$ cat src/rtl/blsplit_pkg.sv
// Shared types, codes and constants of the bracketed list splitter.
package blsplit_pkg;

    localparam int unsigned MAX_RECORD_LEN = 65536;
    localparam int unsigned POS_W = $clog2(MAX_RECORD_LEN + 1);
    localparam int unsigned OFS_W = 16;
    localparam int unsigned QUEUE_DEPTH = 4;
    localparam int unsigned QPTR_W = $clog2(QUEUE_DEPTH);
    localparam int unsigned QCNT_W = $clog2(QUEUE_DEPTH + 1);

    localparam logic [7:0] CHAR_COMMA  = 8'h2C;
    localparam logic [7:0] CHAR_COLON  = 8'h3A;
    localparam logic [7:0] CHAR_LBRACK = 8'h5B;
    localparam logic [7:0] CHAR_RBRACK = 8'h5D;
    localparam logic [7:0] CHAR_LBRACE = 8'h7B;
    localparam logic [7:0] CHAR_RBRACE = 8'h7D;
    localparam logic [7:0] CHAR_SPACE  = 8'h20;
    localparam logic [7:0] CHAR_HT     = 8'h09;
    localparam logic [7:0] CHAR_CR     = 8'h0D;

    typedef enum logic [1:0] {
        MODE_WAIT   = 2'd0,
        MODE_ARRAY  = 2'd1,
        MODE_OBJECT = 2'd2,
        MODE_OTHER  = 2'd3
    } mode_t;

    typedef enum logic [1:0] {
        KIND_ELEMENT = 2'd0,
        KIND_PAIR    = 2'd1,
        KIND_END     = 2'd2
    } kind_t;

    typedef enum logic [2:0] {
        RT_ARRAY        = 3'd0,
        RT_OBJECT       = 3'd1,
        RT_EMPTY_ARRAY  = 3'd2,
        RT_EMPTY_OBJECT = 3'd3,
        RT_UNKNOWN      = 3'd4
    } rtype_t;

    typedef struct packed {
        kind_t              kind;
        logic [OFS_W-1:0]   item_start;
        logic [OFS_W-1:0]   item_length;
        logic [OFS_W-1:0]   value_start;
        logic [OFS_W-1:0]   value_length;
        rtype_t             record_type;
        logic               status;
        logic               last_result;
    } result_t;

    typedef struct packed {
        logic    seg_valid;
        result_t seg_res;
        logic    end_valid;
        result_t end_res;
    } step_out_t;

    function automatic logic is_space(input logic [7:0] c);
        is_space = (c == CHAR_SPACE) || ((c >= CHAR_HT) && (c <= CHAR_CR));
    endfunction

endpackage

$ cat src/rtl/bracketed_list_splitter_core.sv
// Top level of the bracketed list splitter: input register, parser and result queue.
//
//  Channel  Ports                                  Direction  Carries
//  s_       s_valid s_ready s_data_byte s_last_byte   in      one record byte a transaction
//  m_       m_valid m_ready m_kind ... m_last_result  out     element, pair and end items
//
// One byte is taken per cycle while s_ready is high; an accepted byte waits in the input
// register until the result queue can accept, is then parsed, and its results are queued.
// A closing byte that completes a segment gives two result transactions, which the
// four-entry result queue absorbs without stalling the input while m_ready stays high.
// The input stalls only when the result queue holds more than two transactions.
// Reset is synchronous and active low; it returns the parser to await a new record.
module bracketed_list_splitter_core (
    input  logic        aclk,
    input  logic        aresetn,
    input  logic        s_valid,
    output logic        s_ready,
    input  logic [7:0]  s_data_byte,
    input  logic        s_last_byte,
    output logic        m_valid,
    input  logic        m_ready,
    output logic [1:0]  m_kind,
    output logic [15:0] m_item_start,
    output logic [15:0] m_item_length,
    output logic [15:0] m_value_start,
    output logic [15:0] m_value_length,
    output logic [2:0]  m_record_type,
    output logic        m_status,
    output logic        m_last_result
);

    logic                   in_valid_reg;
    logic [7:0]             in_data_reg;
    logic                   in_last_reg;
    logic                   advance;
    logic                   q_can_accept;
    blsplit_pkg::step_out_t step_out;
    blsplit_pkg::result_t   out_res;

    assign advance = in_valid_reg && q_can_accept;
    assign s_ready = !in_valid_reg || advance;

    always_ff @(posedge aclk) begin
        if (!aresetn) begin
            in_valid_reg <= 1'b0;
        end else if (s_ready) begin
            in_valid_reg <= s_valid;
        end
    end

    always_ff @(posedge aclk) begin
        if (s_valid && s_ready) begin
            in_data_reg <= s_data_byte;
            in_last_reg <= s_last_byte;
        end
    end

    blsplit_parser u_parser (
        .aclk       (aclk),
        .aresetn    (aresetn),
        .item_valid (advance),
        .data_byte  (in_data_reg),
        .last_byte  (in_last_reg),
        .step_out   (step_out)
    );

    blsplit_out_queue u_queue (
        .aclk       (aclk),
        .aresetn    (aresetn),
        .step_out   (step_out),
        .can_accept (q_can_accept),
        .out_valid  (m_valid),
        .out_ready  (m_ready),
        .out_res    (out_res)
    );

    assign m_kind         = out_res.kind;
    assign m_item_start   = out_res.item_start;
    assign m_item_length  = out_res.item_length;
    assign m_value_start  = out_res.value_start;
    assign m_value_length = out_res.value_length;
    assign m_record_type  = out_res.record_type;
    assign m_status       = out_res.status;
    assign m_last_result  = out_res.last_result;

endmodule

$ cat src/rtl/blsplit_parser.sv
// Per-byte record parser holding the segment state and forming result transactions.
module blsplit_parser (
    input  logic                  aclk,
    input  logic                  aresetn,
    input  logic                  item_valid,
    input  logic [7:0]            data_byte,
    input  logic                  last_byte,
    output blsplit_pkg::step_out_t step_out
);

    logic [blsplit_pkg::POS_W-1:0] pos_reg, pos_next;
    logic                          ovf_reg, ovf_next;
    blsplit_pkg::mode_t            mode_reg, mode_next;
    logic [blsplit_pkg::POS_W-1:0] seg_begin_reg, seg_begin_next;
    logic [blsplit_pkg::OFS_W-1:0] first_ns_reg, first_ns_next;
    logic [blsplit_pkg::OFS_W-1:0] last_ns_reg, last_ns_next;
    logic                          seen_ns_reg, seen_ns_next;
    logic                          colon_reg, colon_next;
    logic [blsplit_pkg::OFS_W-1:0] key_last_reg, key_last_next;
    logic                          key_text_reg, key_text_next;
    logic [blsplit_pkg::OFS_W-1:0] val_first_reg, val_first_next;
    logic                          val_text_reg, val_text_next;
    logic                          all_space_reg, all_space_next;
    logic                          rec_err_reg, rec_err_next;
    logic                          aborted_reg, aborted_next;

    logic                          ws;
    logic                          ovf_now;
    logic                          active;
    logic                          close_seg;
    logic                          has_seg;
    logic                          match;
    logic [blsplit_pkg::OFS_W-1:0] p16;
    blsplit_pkg::rtype_t           rt;
    blsplit_pkg::result_t          seg_res;
    blsplit_pkg::result_t          end_res;
    logic                          seg_valid;
    logic                          end_valid;

    always_comb begin
        ws      = blsplit_pkg::is_space(data_byte);
        p16     = pos_reg[blsplit_pkg::OFS_W-1:0];
        ovf_now = ovf_reg || (pos_reg == blsplit_pkg::POS_W'(blsplit_pkg::MAX_RECORD_LEN));
        active  = ((mode_reg == blsplit_pkg::MODE_ARRAY) ||
                   (mode_reg == blsplit_pkg::MODE_OBJECT)) && !aborted_reg && !ovf_now;
        has_seg = pos_reg > seg_begin_reg;
        match   = ((mode_reg == blsplit_pkg::MODE_ARRAY) && (data_byte == blsplit_pkg::CHAR_RBRACK))
               || ((mode_reg == blsplit_pkg::MODE_OBJECT) && (data_byte == blsplit_pkg::CHAR_RBRACE));

        pos_next       = pos_reg;
        ovf_next       = ovf_now;
        mode_next      = mode_reg;
        seg_begin_next = seg_begin_reg;
        first_ns_next  = first_ns_reg;
        last_ns_next   = last_ns_reg;
        seen_ns_next   = seen_ns_reg;
        colon_next     = colon_reg;
        key_last_next  = key_last_reg;
        key_text_next  = key_text_reg;
        val_first_next = val_first_reg;
        val_text_next  = val_text_reg;
        all_space_next = all_space_reg;
        rec_err_next   = rec_err_reg;
        aborted_next   = aborted_reg;
        close_seg      = 1'b0;
        seg_valid      = 1'b0;
        end_valid      = 1'b0;
        rt             = blsplit_pkg::RT_UNKNOWN;

        seg_res              = '0;
        seg_res.kind         = (mode_reg == blsplit_pkg::MODE_OBJECT) ?
                               blsplit_pkg::KIND_PAIR : blsplit_pkg::KIND_ELEMENT;
        seg_res.item_start   = first_ns_reg;
        seg_res.record_type  = blsplit_pkg::RT_ARRAY;
        if (mode_reg == blsplit_pkg::MODE_OBJECT) begin
            seg_res.item_length  = key_last_reg - first_ns_reg + 16'd1;
            seg_res.value_start  = val_first_reg;
            seg_res.value_length = last_ns_reg - val_first_reg + 16'd1;
        end else begin
            seg_res.item_length  = last_ns_reg - first_ns_reg + 16'd1;
        end

        if (!ovf_now) begin
            pos_next = pos_reg + 1'b1;
        end

        if (mode_reg == blsplit_pkg::MODE_WAIT) begin
            if (data_byte == blsplit_pkg::CHAR_LBRACK) begin
                mode_next = blsplit_pkg::MODE_ARRAY;
            end else if (data_byte == blsplit_pkg::CHAR_LBRACE) begin
                mode_next = blsplit_pkg::MODE_OBJECT;
            end else begin
                mode_next = blsplit_pkg::MODE_OTHER;
            end
            if (last_byte) begin
                end_valid = 1'b1;
                rt        = blsplit_pkg::RT_UNKNOWN;
            end
        end else if (!last_byte) begin
            if (!ws) begin
                all_space_next = 1'b0;
            end
            if (active) begin
                if ((data_byte == blsplit_pkg::CHAR_COMMA) && has_seg) begin
                    close_seg = 1'b1;
                end else if (!ws) begin
                    if (!seen_ns_reg) begin
                        first_ns_next = p16;
                        seen_ns_next  = 1'b1;
                    end
                    last_ns_next = p16;
                    if (mode_reg == blsplit_pkg::MODE_OBJECT) begin
                        if (!colon_reg) begin
                            if (data_byte == blsplit_pkg::CHAR_COLON) begin
                                colon_next = 1'b1;
                            end else begin
                                key_last_next = p16;
                                key_text_next = 1'b1;
                            end
                        end else if (!val_text_reg) begin
                            val_first_next = p16;
                            val_text_next  = 1'b1;
                        end
                    end
                end
            end
        end else begin
            close_seg = active;
            end_valid = 1'b1;
            if (!match) begin
                rt = blsplit_pkg::RT_UNKNOWN;
            end else if (all_space_reg) begin
                rt = (mode_reg == blsplit_pkg::MODE_ARRAY) ?
                     blsplit_pkg::RT_EMPTY_ARRAY : blsplit_pkg::RT_EMPTY_OBJECT;
            end else begin
                rt = (mode_reg == blsplit_pkg::MODE_ARRAY) ?
                     blsplit_pkg::RT_ARRAY : blsplit_pkg::RT_OBJECT;
            end
        end

        if (close_seg) begin
            if (has_seg) begin
                if (!seen_ns_reg) begin
                    aborted_next = 1'b1;
                end else if (mode_reg == blsplit_pkg::MODE_ARRAY) begin
                    seg_valid = 1'b1;
                end else if (!colon_reg || !key_text_reg || !val_text_reg) begin
                    rec_err_next = 1'b1;
                end else begin
                    seg_valid = 1'b1;
                end
            end
            seg_begin_next = pos_reg + 1'b1;
            first_ns_next  = '0;
            last_ns_next   = '0;
            seen_ns_next   = 1'b0;
            colon_next     = 1'b0;
            key_last_next  = '0;
            key_text_next  = 1'b0;
            val_first_next = '0;
            val_text_next  = 1'b0;
        end

        end_res             = '0;
        end_res.kind        = blsplit_pkg::KIND_END;
        end_res.record_type = rt;
        end_res.status      = (rt != blsplit_pkg::RT_ARRAY && rt != blsplit_pkg::RT_OBJECT)
                              || aborted_next || rec_err_next || ovf_now;
        end_res.last_result = 1'b1;

        if (end_valid) begin
            pos_next       = '0;
            ovf_next       = 1'b0;
            mode_next      = blsplit_pkg::MODE_WAIT;
            seg_begin_next = blsplit_pkg::POS_W'(1);
            first_ns_next  = '0;
            last_ns_next   = '0;
            seen_ns_next   = 1'b0;
            colon_next     = 1'b0;
            key_last_next  = '0;
            key_text_next  = 1'b0;
            val_first_next = '0;
            val_text_next  = 1'b0;
            all_space_next = 1'b1;
            rec_err_next   = 1'b0;
            aborted_next   = 1'b0;
        end

        step_out.seg_valid = item_valid && seg_valid;
        step_out.seg_res   = seg_res;
        step_out.end_valid = item_valid && end_valid;
        step_out.end_res   = end_res;
    end

    always_ff @(posedge aclk) begin
        if (!aresetn) begin
            pos_reg       <= '0;
            ovf_reg       <= 1'b0;
            mode_reg      <= blsplit_pkg::MODE_WAIT;
            seg_begin_reg <= blsplit_pkg::POS_W'(1);
            first_ns_reg  <= '0;
            last_ns_reg   <= '0;
            seen_ns_reg   <= 1'b0;
            colon_reg     <= 1'b0;
            key_last_reg  <= '0;
            key_text_reg  <= 1'b0;
            val_first_reg <= '0;
            val_text_reg  <= 1'b0;
            all_space_reg <= 1'b1;
            rec_err_reg   <= 1'b0;
            aborted_reg   <= 1'b0;
        end else if (item_valid) begin
            pos_reg       <= pos_next;
            ovf_reg       <= ovf_next;
            mode_reg      <= mode_next;
            seg_begin_reg <= seg_begin_next;
            first_ns_reg  <= first_ns_next;
            last_ns_reg   <= last_ns_next;
            seen_ns_reg   <= seen_ns_next;
            colon_reg     <= colon_next;
            key_last_reg  <= key_last_next;
            key_text_reg  <= key_text_next;
            val_first_reg <= val_first_next;
            val_text_reg  <= val_text_next;
            all_space_reg <= all_space_next;
            rec_err_reg   <= rec_err_next;
            aborted_reg   <= aborted_next;
        end
    end

endmodule

$ cat src/rtl/blsplit_out_queue.sv
// Small result queue taking up to two result transactions per cycle.
module blsplit_out_queue (
    input  logic                   aclk,
    input  logic                   aresetn,
    input  blsplit_pkg::step_out_t step_out,
    output logic                   can_accept,
    output logic                   out_valid,
    input  logic                   out_ready,
    output blsplit_pkg::result_t   out_res
);

    blsplit_pkg::result_t            mem_reg [blsplit_pkg::QUEUE_DEPTH];
    logic [blsplit_pkg::QPTR_W-1:0]  wr_ptr_reg, wr_ptr_next;
    logic [blsplit_pkg::QPTR_W-1:0]  rd_ptr_reg, rd_ptr_next;
    logic [blsplit_pkg::QCNT_W-1:0]  count_reg, count_next;
    logic [blsplit_pkg::QPTR_W-1:0]  wr_ptr_second;
    blsplit_pkg::result_t            first_res;
    logic                            push_first;
    logic                            push_second;
    logic                            pop;

    always_comb begin
        push_first    = step_out.seg_valid || step_out.end_valid;
        push_second   = step_out.seg_valid && step_out.end_valid;
        first_res     = step_out.seg_valid ? step_out.seg_res : step_out.end_res;
        wr_ptr_second = wr_ptr_reg + 1'b1;
        pop           = out_valid && out_ready;
        wr_ptr_next   = wr_ptr_reg + blsplit_pkg::QPTR_W'(push_first)
                                   + blsplit_pkg::QPTR_W'(push_second);
        rd_ptr_next   = rd_ptr_reg + blsplit_pkg::QPTR_W'(pop);
        count_next    = count_reg + blsplit_pkg::QCNT_W'(push_first)
                                  + blsplit_pkg::QCNT_W'(push_second)
                                  - blsplit_pkg::QCNT_W'(pop);
        can_accept    = count_reg <= blsplit_pkg::QCNT_W'(blsplit_pkg::QUEUE_DEPTH - 2);
        out_valid     = count_reg != '0;
        out_res       = mem_reg[rd_ptr_reg];
    end

    always_ff @(posedge aclk) begin
        if (push_first) begin
            mem_reg[wr_ptr_reg] <= first_res;
        end
        if (push_second) begin
            mem_reg[wr_ptr_second] <= step_out.end_res;
        end
    end

    always_ff @(posedge aclk) begin
        if (!aresetn) begin
            wr_ptr_reg <= '0;
            rd_ptr_reg <= '0;
            count_reg  <= '0;
        end else begin
            wr_ptr_reg <= wr_ptr_next;
            rd_ptr_reg <= rd_ptr_next;
            count_reg  <= count_next;
        end
    end

endmodule

$ cat config.mk
export PLATFORM = sky130hd
export DESIGN_NAME = bracketed_list_splitter_core
export DESIGN_NICKNAME = d
export VERILOG_FILES = /design/src/rtl/blsplit_pkg.sv /design/src/rtl/bracketed_list_splitter_core.sv /design/src/rtl/blsplit_parser.sv /design/src/rtl/blsplit_out_queue.sv
export SDC_FILE = /design/constraint.sdc
export NUM_CORES = 1
export LEC_CHECK = 0
export BUFFER_PORTS_ARGS = -buffer_cell sky130_fd_sc_hd__buf_2
export CORE_MARGIN = 3
export CORE_UTILIZATION = 62
export CTS_CLUSTER_DIAMETER = 120
export DETAILED_ROUTE_END_ITERATION = 8
export PLACE_DENSITY = 0.85
export SYNTH_ARGS = -nofsm -noshare
export SYNTH_HDL_FRONTEND = slang
export SYNTH_SLANG_ARGS = --single-unit
export TNS_END_PERCENT = 10
$ cat constraint.sdc
create_clock -name aclk -period 4.02 [get_ports aclk]
set_input_delay 0.603 -clock aclk [delete_from_list [all_inputs] [get_ports aclk]]
set_output_delay 0.603 -clock aclk [all_outputs]
set_load 0.005 [all_outputs]
# == Word level (Yosys, flattened, before mapping) ==
# Memory sizes are Yosys's and may differ from the RTL's. A register that Yosys moved wholly into a read port is not among the register bits.
# Index checks and enable logic that the tools add are counted.
# word_totals
register_bits,125
ram_bits,284
wordCells,230
n_memories,1
# mem_list
memory,words,width,read_ports,rd_ports_with_merged_regs,wr,line_no,text
u_queue.mem_reg,4,71,1,1,2,blsplit_out_queue.sv:12,blsplit_pkg::result_t mem_reg [blsplit_pkg::QUEUE_DEPTH];
# classes
add_sub_neg,14
order_cmp,4
eq_ne,23
n_mux,119
n_reduce_logical,48
# op_table
cell,count
$mux W16,36
$mux W71,1
$mux W1,69
$mux W17,4
$add A16 B1 Y16 const B,3
$sub A16 B16 Y16,3
$eq A8 B7 Y1 const B,4
$mux W32,1
$eq A8 B6 Y1 const B,3
$reduce_and A9 Y1,2
$add A17 B1 Y17 const B,1
$eq A17 B17 Y1 const B,1
$gt A17 B17 Y1,1
$reduce_bool A3 Y1,5
$reduce_and A7 Y1,2
$logic_and A1 B1 Y1,13
$mux W3,4
$ne A3 B3 Y1 const B,4
$logic_or A1 B1 Y1,11
$ne A3 B2 Y1 const B,3
$ge A8 B4 Y1 const B,1
$le A8 B4 Y1 const B,1
$mux W2,4
$reduce_and A8 Y1,1
16 further kinds,30

# == Depth between registers and ports, before layout ==
# depth
ltp_word,13
depth_mapped,16
depth_no_buf,14

# == Modules after synthesis ==
# Synthesis repeated with hierarchy kept, for this count alone.
# unflattened
cells_unflattened,2194
area_unflattened_um2,24488.5
# modules_own_cells
mod,instances,cells_per_inst,area_each_um2,seq_area_each_um2
blsplit_out_queue,1,1084,15323.4,8668.3
blsplit_parser,1,1095,8829.7,2162.1
bracketed_list_splitter_core,1,15,335.3,290.3

# == Least setup slack after synthesis ==
# OpenSTA, ideal clock, no wires.
# synth_path
path_kind,register to register
start,register u_parser.pos_reg[0] in the netlist's numbering
end,register u_queue.count_reg[2] in the netlist's numbering
setup_ps,128
t_arrival_ps,3443
slack_ps,450
path_stages_with_launch,17
path_buffers,2
period_less_slack_ps,3570
path_cell_list,dfxtp_1 > clkbuf_1 > inv_1 > ha_1 > nor4b_2 > a41oi_2 > and2_1 > buf_2 > nand3_1 > o21ai_1 > inv_1 > ha_1 > inv_1 > fa_1 > fa_1 > xor2_1 > nor2_1
# synth_between
elab_chain_cells,13
elab_cells_between_ends,18
# synth_rtl
item,line_no,text
from (decl),blsplit_parser.sv:11,"logic [blsplit_pkg::POS_W-1:0] pos_reg, pos_next;"
from (signal assigned),blsplit_parser.sv:213,pos_reg <= pos_next;
"parallel branches: the longest is 7 deep, another holds $gt A17 B17 Y1",-,
$mux W1 *,blsplit_parser.sv:141,if (close_seg) begin
$logic_and A1 B1 Y1 *,blsplit_parser.sv:189,step_out.seg_valid = item_valid && seg_valid;
$logic_or A1 B1 Y1,blsplit_out_queue.sv:23,push_first = step_out.seg_valid || step_out.end_valid;
$add A3 B1 Y3,blsplit_out_queue.sv:31,count_next = count_reg + blsplit_pkg::QCNT_W'(push_first)
$add A3 B1 Y3 *,blsplit_out_queue.sv:32,+ blsplit_pkg::QCNT_W'(push_second)
$sub A3 B1 Y3 *,blsplit_out_queue.sv:33,- blsplit_pkg::QCNT_W'(pop);
to (signal assigned),blsplit_out_queue.sv:56,count_reg <= count_next;
to (decl),blsplit_out_queue.sv:15,"logic [blsplit_pkg::QCNT_W-1:0] count_reg, count_next;"
# Mark *: on every way between the ends.
# A chain may end at the register's enable or synchronous reset.

# == Final worst setup path ==
# layout_path
start,register u_parser.seg_begin_reg[10] in the netlist's numbering
end,register u_queue.count_reg[2] in the netlist's numbering
# layout_between
elab_chain_cells,12
elab_cells_between_ends,14
# layout_rtl
item,line_no,text
from (decl),blsplit_parser.sv:14,"logic [blsplit_pkg::POS_W-1:0] seg_begin_reg, seg_begin_next;"
from (signal assigned),blsplit_parser.sv:200,seg_begin_reg <= blsplit_pkg::POS_W'(1);
from (signal assigned),blsplit_parser.sv:216,seg_begin_reg <= seg_begin_next;
$gt A17 B17 Y1 *,blsplit_parser.sv:46,has_seg = pos_reg > seg_begin_reg;
$logic_and A1 B1 Y1,blsplit_parser.sv:104,if ((data_byte == blsplit_pkg::CHAR_COMMA) && has_seg) begin
$mux W1,blsplit_parser.sv:104,
$mux W1,blsplit_parser.sv:103,if (active) begin
$mux W1,blsplit_parser.sv:99,end else if (!last_byte) begin
$mux W1,blsplit_parser.sv:87,if (mode_reg == blsplit_pkg::MODE_WAIT) begin
$mux W1 *,blsplit_parser.sv:141,
$logic_and A1 B1 Y1 *,blsplit_parser.sv:189,
$logic_or A1 B1 Y1,blsplit_out_queue.sv:23,
$add A3 B1 Y3,blsplit_out_queue.sv:31,
$add A3 B1 Y3 *,blsplit_out_queue.sv:32,
$sub A3 B1 Y3 *,blsplit_out_queue.sv:33,
# Every way passes the cells marked *; elsewhere a longest branch is shown, timed or not.

==> impl_metrics.toml <==
[run_status]
status = "completed"

[setup_path]
slowest_stage = "nor3_1"
crit_family = "adder cells"
crit_path_max_incr_delay_ns = 0.50
cp.arrival_ns = 4.09
cp-start-kind = "register"
worst-setup-path-type = "reg2reg"
crit_path_end_kind = "register"
crit_buf_inv = 3
critical_path.cell_chain = "inv_1 -> ha_1 -> nand4_1 -> nor3_1 -> o221a_2 -> nor3_2 -> o21ai_1 -> inv_1 -> ha_1 -> inv_1 -> fa_1 -> fa_1 -> xor2_1 -> nor2_1"
crit_fanout = 5
crit_required_ns = 4.43
path_common_cell = "inv_1"

[pwr]
power.density_nw_per_um2 = 429
leakage_nw = 8.21
vdd_drop_max_v = 0.000464
total_power_mw = 9.20

[drt]
dr.pass1.iters = 6
via_per_inst = 6.85
wl_mm = 53.5
drc = 0
ant_nets = 0
vias = 15800
first_iter_violations = 1761
wl_per_cell_um = 23.3

[timing]
clock-skew-final_ns = 0.0202
hold_viol = 0
period_share_pct = 91.5
finalSetupTns_ns = 0
max-slew-margin-rel_pct = 7.91
setup_ws_ns = 0.343
final-setup-viol-count = 0
rsz0062_at_grt = "false"
finalMaxSlewViolations = 0
timing.fmax_mhz = 272
worst_pin_slew_ns = 1.38
period_minus_slack_ns = 3.68

[place]
gp_congestion = 0.991
io_buffers = 85
place_ws_ns = 0.412
dp_hpwl_mm = 36.2

[clock_tree]
clkTransAtPathRegs_ns = 0.06
cts_tree = "done"
cts_buffer_depth = 3
post_cts_resized = 0
clkLatencyLatePin_ns = 0.55
cts.sinks = 405
h-tree-depth = 2
holdBufCountCts = 0
root_buffer = "clkbuf_16"
cts_made_buffers = 42
postCtsSetupRepairBufs = 0

[global_routing]
grt_busiest_layer = "met2"
grt_pass1_vias = 15300
grt_first_pass_wirelength_mm = 84.2
overflow = 0
met1_usage_pct = 43.1
gr-usage-met3_pct = 6.69
grt_util_met2_pct = 49.1
grt_max_degree = 63
antenna_found_initial = 0
grt_usage_pct = 31.6

[logic_synthesis]
ys_types = 84
yosysWarnings = 0
synth_top_area_share_pct = 39.7
muxShareOfSynthArea_pct = 9.13
synth_compound_area_share_pct = 21.9
synth-simple-area-share_pct = 10.7
synth-edff-count = 25
yosysTopAreaCell = "dfxtp_1"
post_synth_inst_count = 1814
yosysSeqAreaShare_pct = 43.6
synth_area_leaders = "dfxtp_1, mux4_2, ha_1, a22o_1, o2bb2ai_1"
syn_area_per_cell_um2 = 10.6
ys_ff_latch = 405
syn_area_um2 = 19200
synth_top_family_by_area = "compound AO/OA/AOI/OAI gates"
ys.flop_type = "dfxtp_1"
synth_xor_area_share_pct = 2.10
synthTopCellsByCount = "dfxtp_1, a22o_1, o2bb2ai_1"
ys_async_sr_fraction_pct = 0
yosysMostFrequentCell = "dfxtp_1"
synth-adder-area-share_pct = 7.93
synth_nets = 1945

[final_layout]
drive_above_1_share_pct = 16.8
area_growth_pct = 11.8
num_antenna_cells = 0
largest_reg_flops = 280
seq_area_um2 = 8370
multi_input_area_um2 = 9940
final_core_util_pct = 71.4
nets = 2007
fill_cells = 2088

[worst_hold_path]
hp-class = "in2reg"

[die]
die_h_um = 182
core_region_area_um2 = 30000
pin_count = 86
initial_utilization_pct = 63.9
dieArea_um2 = 33100
die_x_um = 182
rows = 63

[job]
cap_violations = 0
[power by group]
group	total (mW)	internal [mW]	switching, mW
sequential	4.28	4.13	0.159
clock	3.94	2.30	1.64
combinational	0.972	0.392	0.580
total	9.20	6.82	2.38
[worst paths after layout]
path	from	endpoint	slack (ns)	cells after the start
setup / recovery	u_parser.seg_begin_reg[10]	u_queue.count_reg[2]	0.34	14
hold / removal	s_data_byte[6]	in_data_reg[6]	0.24	1
setup reg to reg	u_parser.seg_begin_reg[10]	u_queue.count_reg[2]	0.34	14
hold reg to reg	u_queue.mem_reg[0][0]	u_queue.mem_reg[0][0]	0.45	2
[worst reg2reg max path, cell delays in order, from the launching register on]
cell and delay, ns:
dfxtp_1 0.33, inv_1 0.05, ha_1 0.30, nand4_1 0.18
nor3_1 0.50, o221a_2 0.36, nor3_2 0.07, o21ai_1 0.18
inv_1 0.17, ha_1 0.31, inv_1 0.05, fa_1 0.41
fa_1 0.42, xor2_1 0.17, nor2_1 0.05
[placed cells by master, fill, tap and decap left out, types with 22 or more instances in the layout]
| cell type | netlist | layout |
|---|---|---|
| dfxtp_1 | 380 | 378 |
| a22o_1 | 141 | 141 |
| o2bb2ai_1 | 135 | 135 |
| nand2_1 | 119 | 119 |
| ha_1 | 112 | 112 |
| nor2_1 | 98 | 98 |
| inv_1 | 86 | 85 |
| buf_2 | 35 | 85 |
| a21oi_1 | 83 | 83 |
| mux4_2 | 70 | 70 |
| buf_4 | 9 | 56 |
| nand3_1 | 49 | 49 |
| clkbuf_16 | 0 | 44 |
| nor3_1 | 30 | 29 |
| o21ai_0 | 30 | 29 |
| xnor2_1 | 29 | 29 |
| edfxtp_1 | 25 | 25 |
| a21o_1 | 22 | 22 |
[cell families (layout without fill, tap and decap cells)]
family / after synthesis / in the layout
XOR/XNOR: 46 / 46
adder cells (fa/ha/maj): 118 / 118
multiplexers: 87 / 87
AO/OA/AOI/OAI: 532 / 532
buffers and inverters: 215 / 311
AND/OR/NAND/NOR: 411 / 411
flip-flops: 405 / 405
[cell type report]
class / count / share of cell area (%)
Timing Repair Buffer: 145 / 4.32
Clock buffer: 63 / 5.84
Multi-Input combinational cell: 1194 / 46.3
Inverter: 88 / 1.54
Sequential cell: 405 / 39.0
Clock inverter: 15 / 0.706
Tap cell: 390 / 2.27
[per-layer routing]
metal	up-vias	routed length, um
met3	177	5020
met2	848	24200
li1	6980	-
met1	7751	22000
met4	0	2320
met5	-	0
[stage by stage]
step                hold WS, ns  instances  instance area [um2]
global route              0.224       2300                21500
detailed placement        0.433       2222                20100
floorplan                 0.419       1814                19200
CTS                       0.227       2300                21500
finish                    0.238       2300                21500
global placement          0.429       2222                20100
Power figures use the tool's default switching activity.
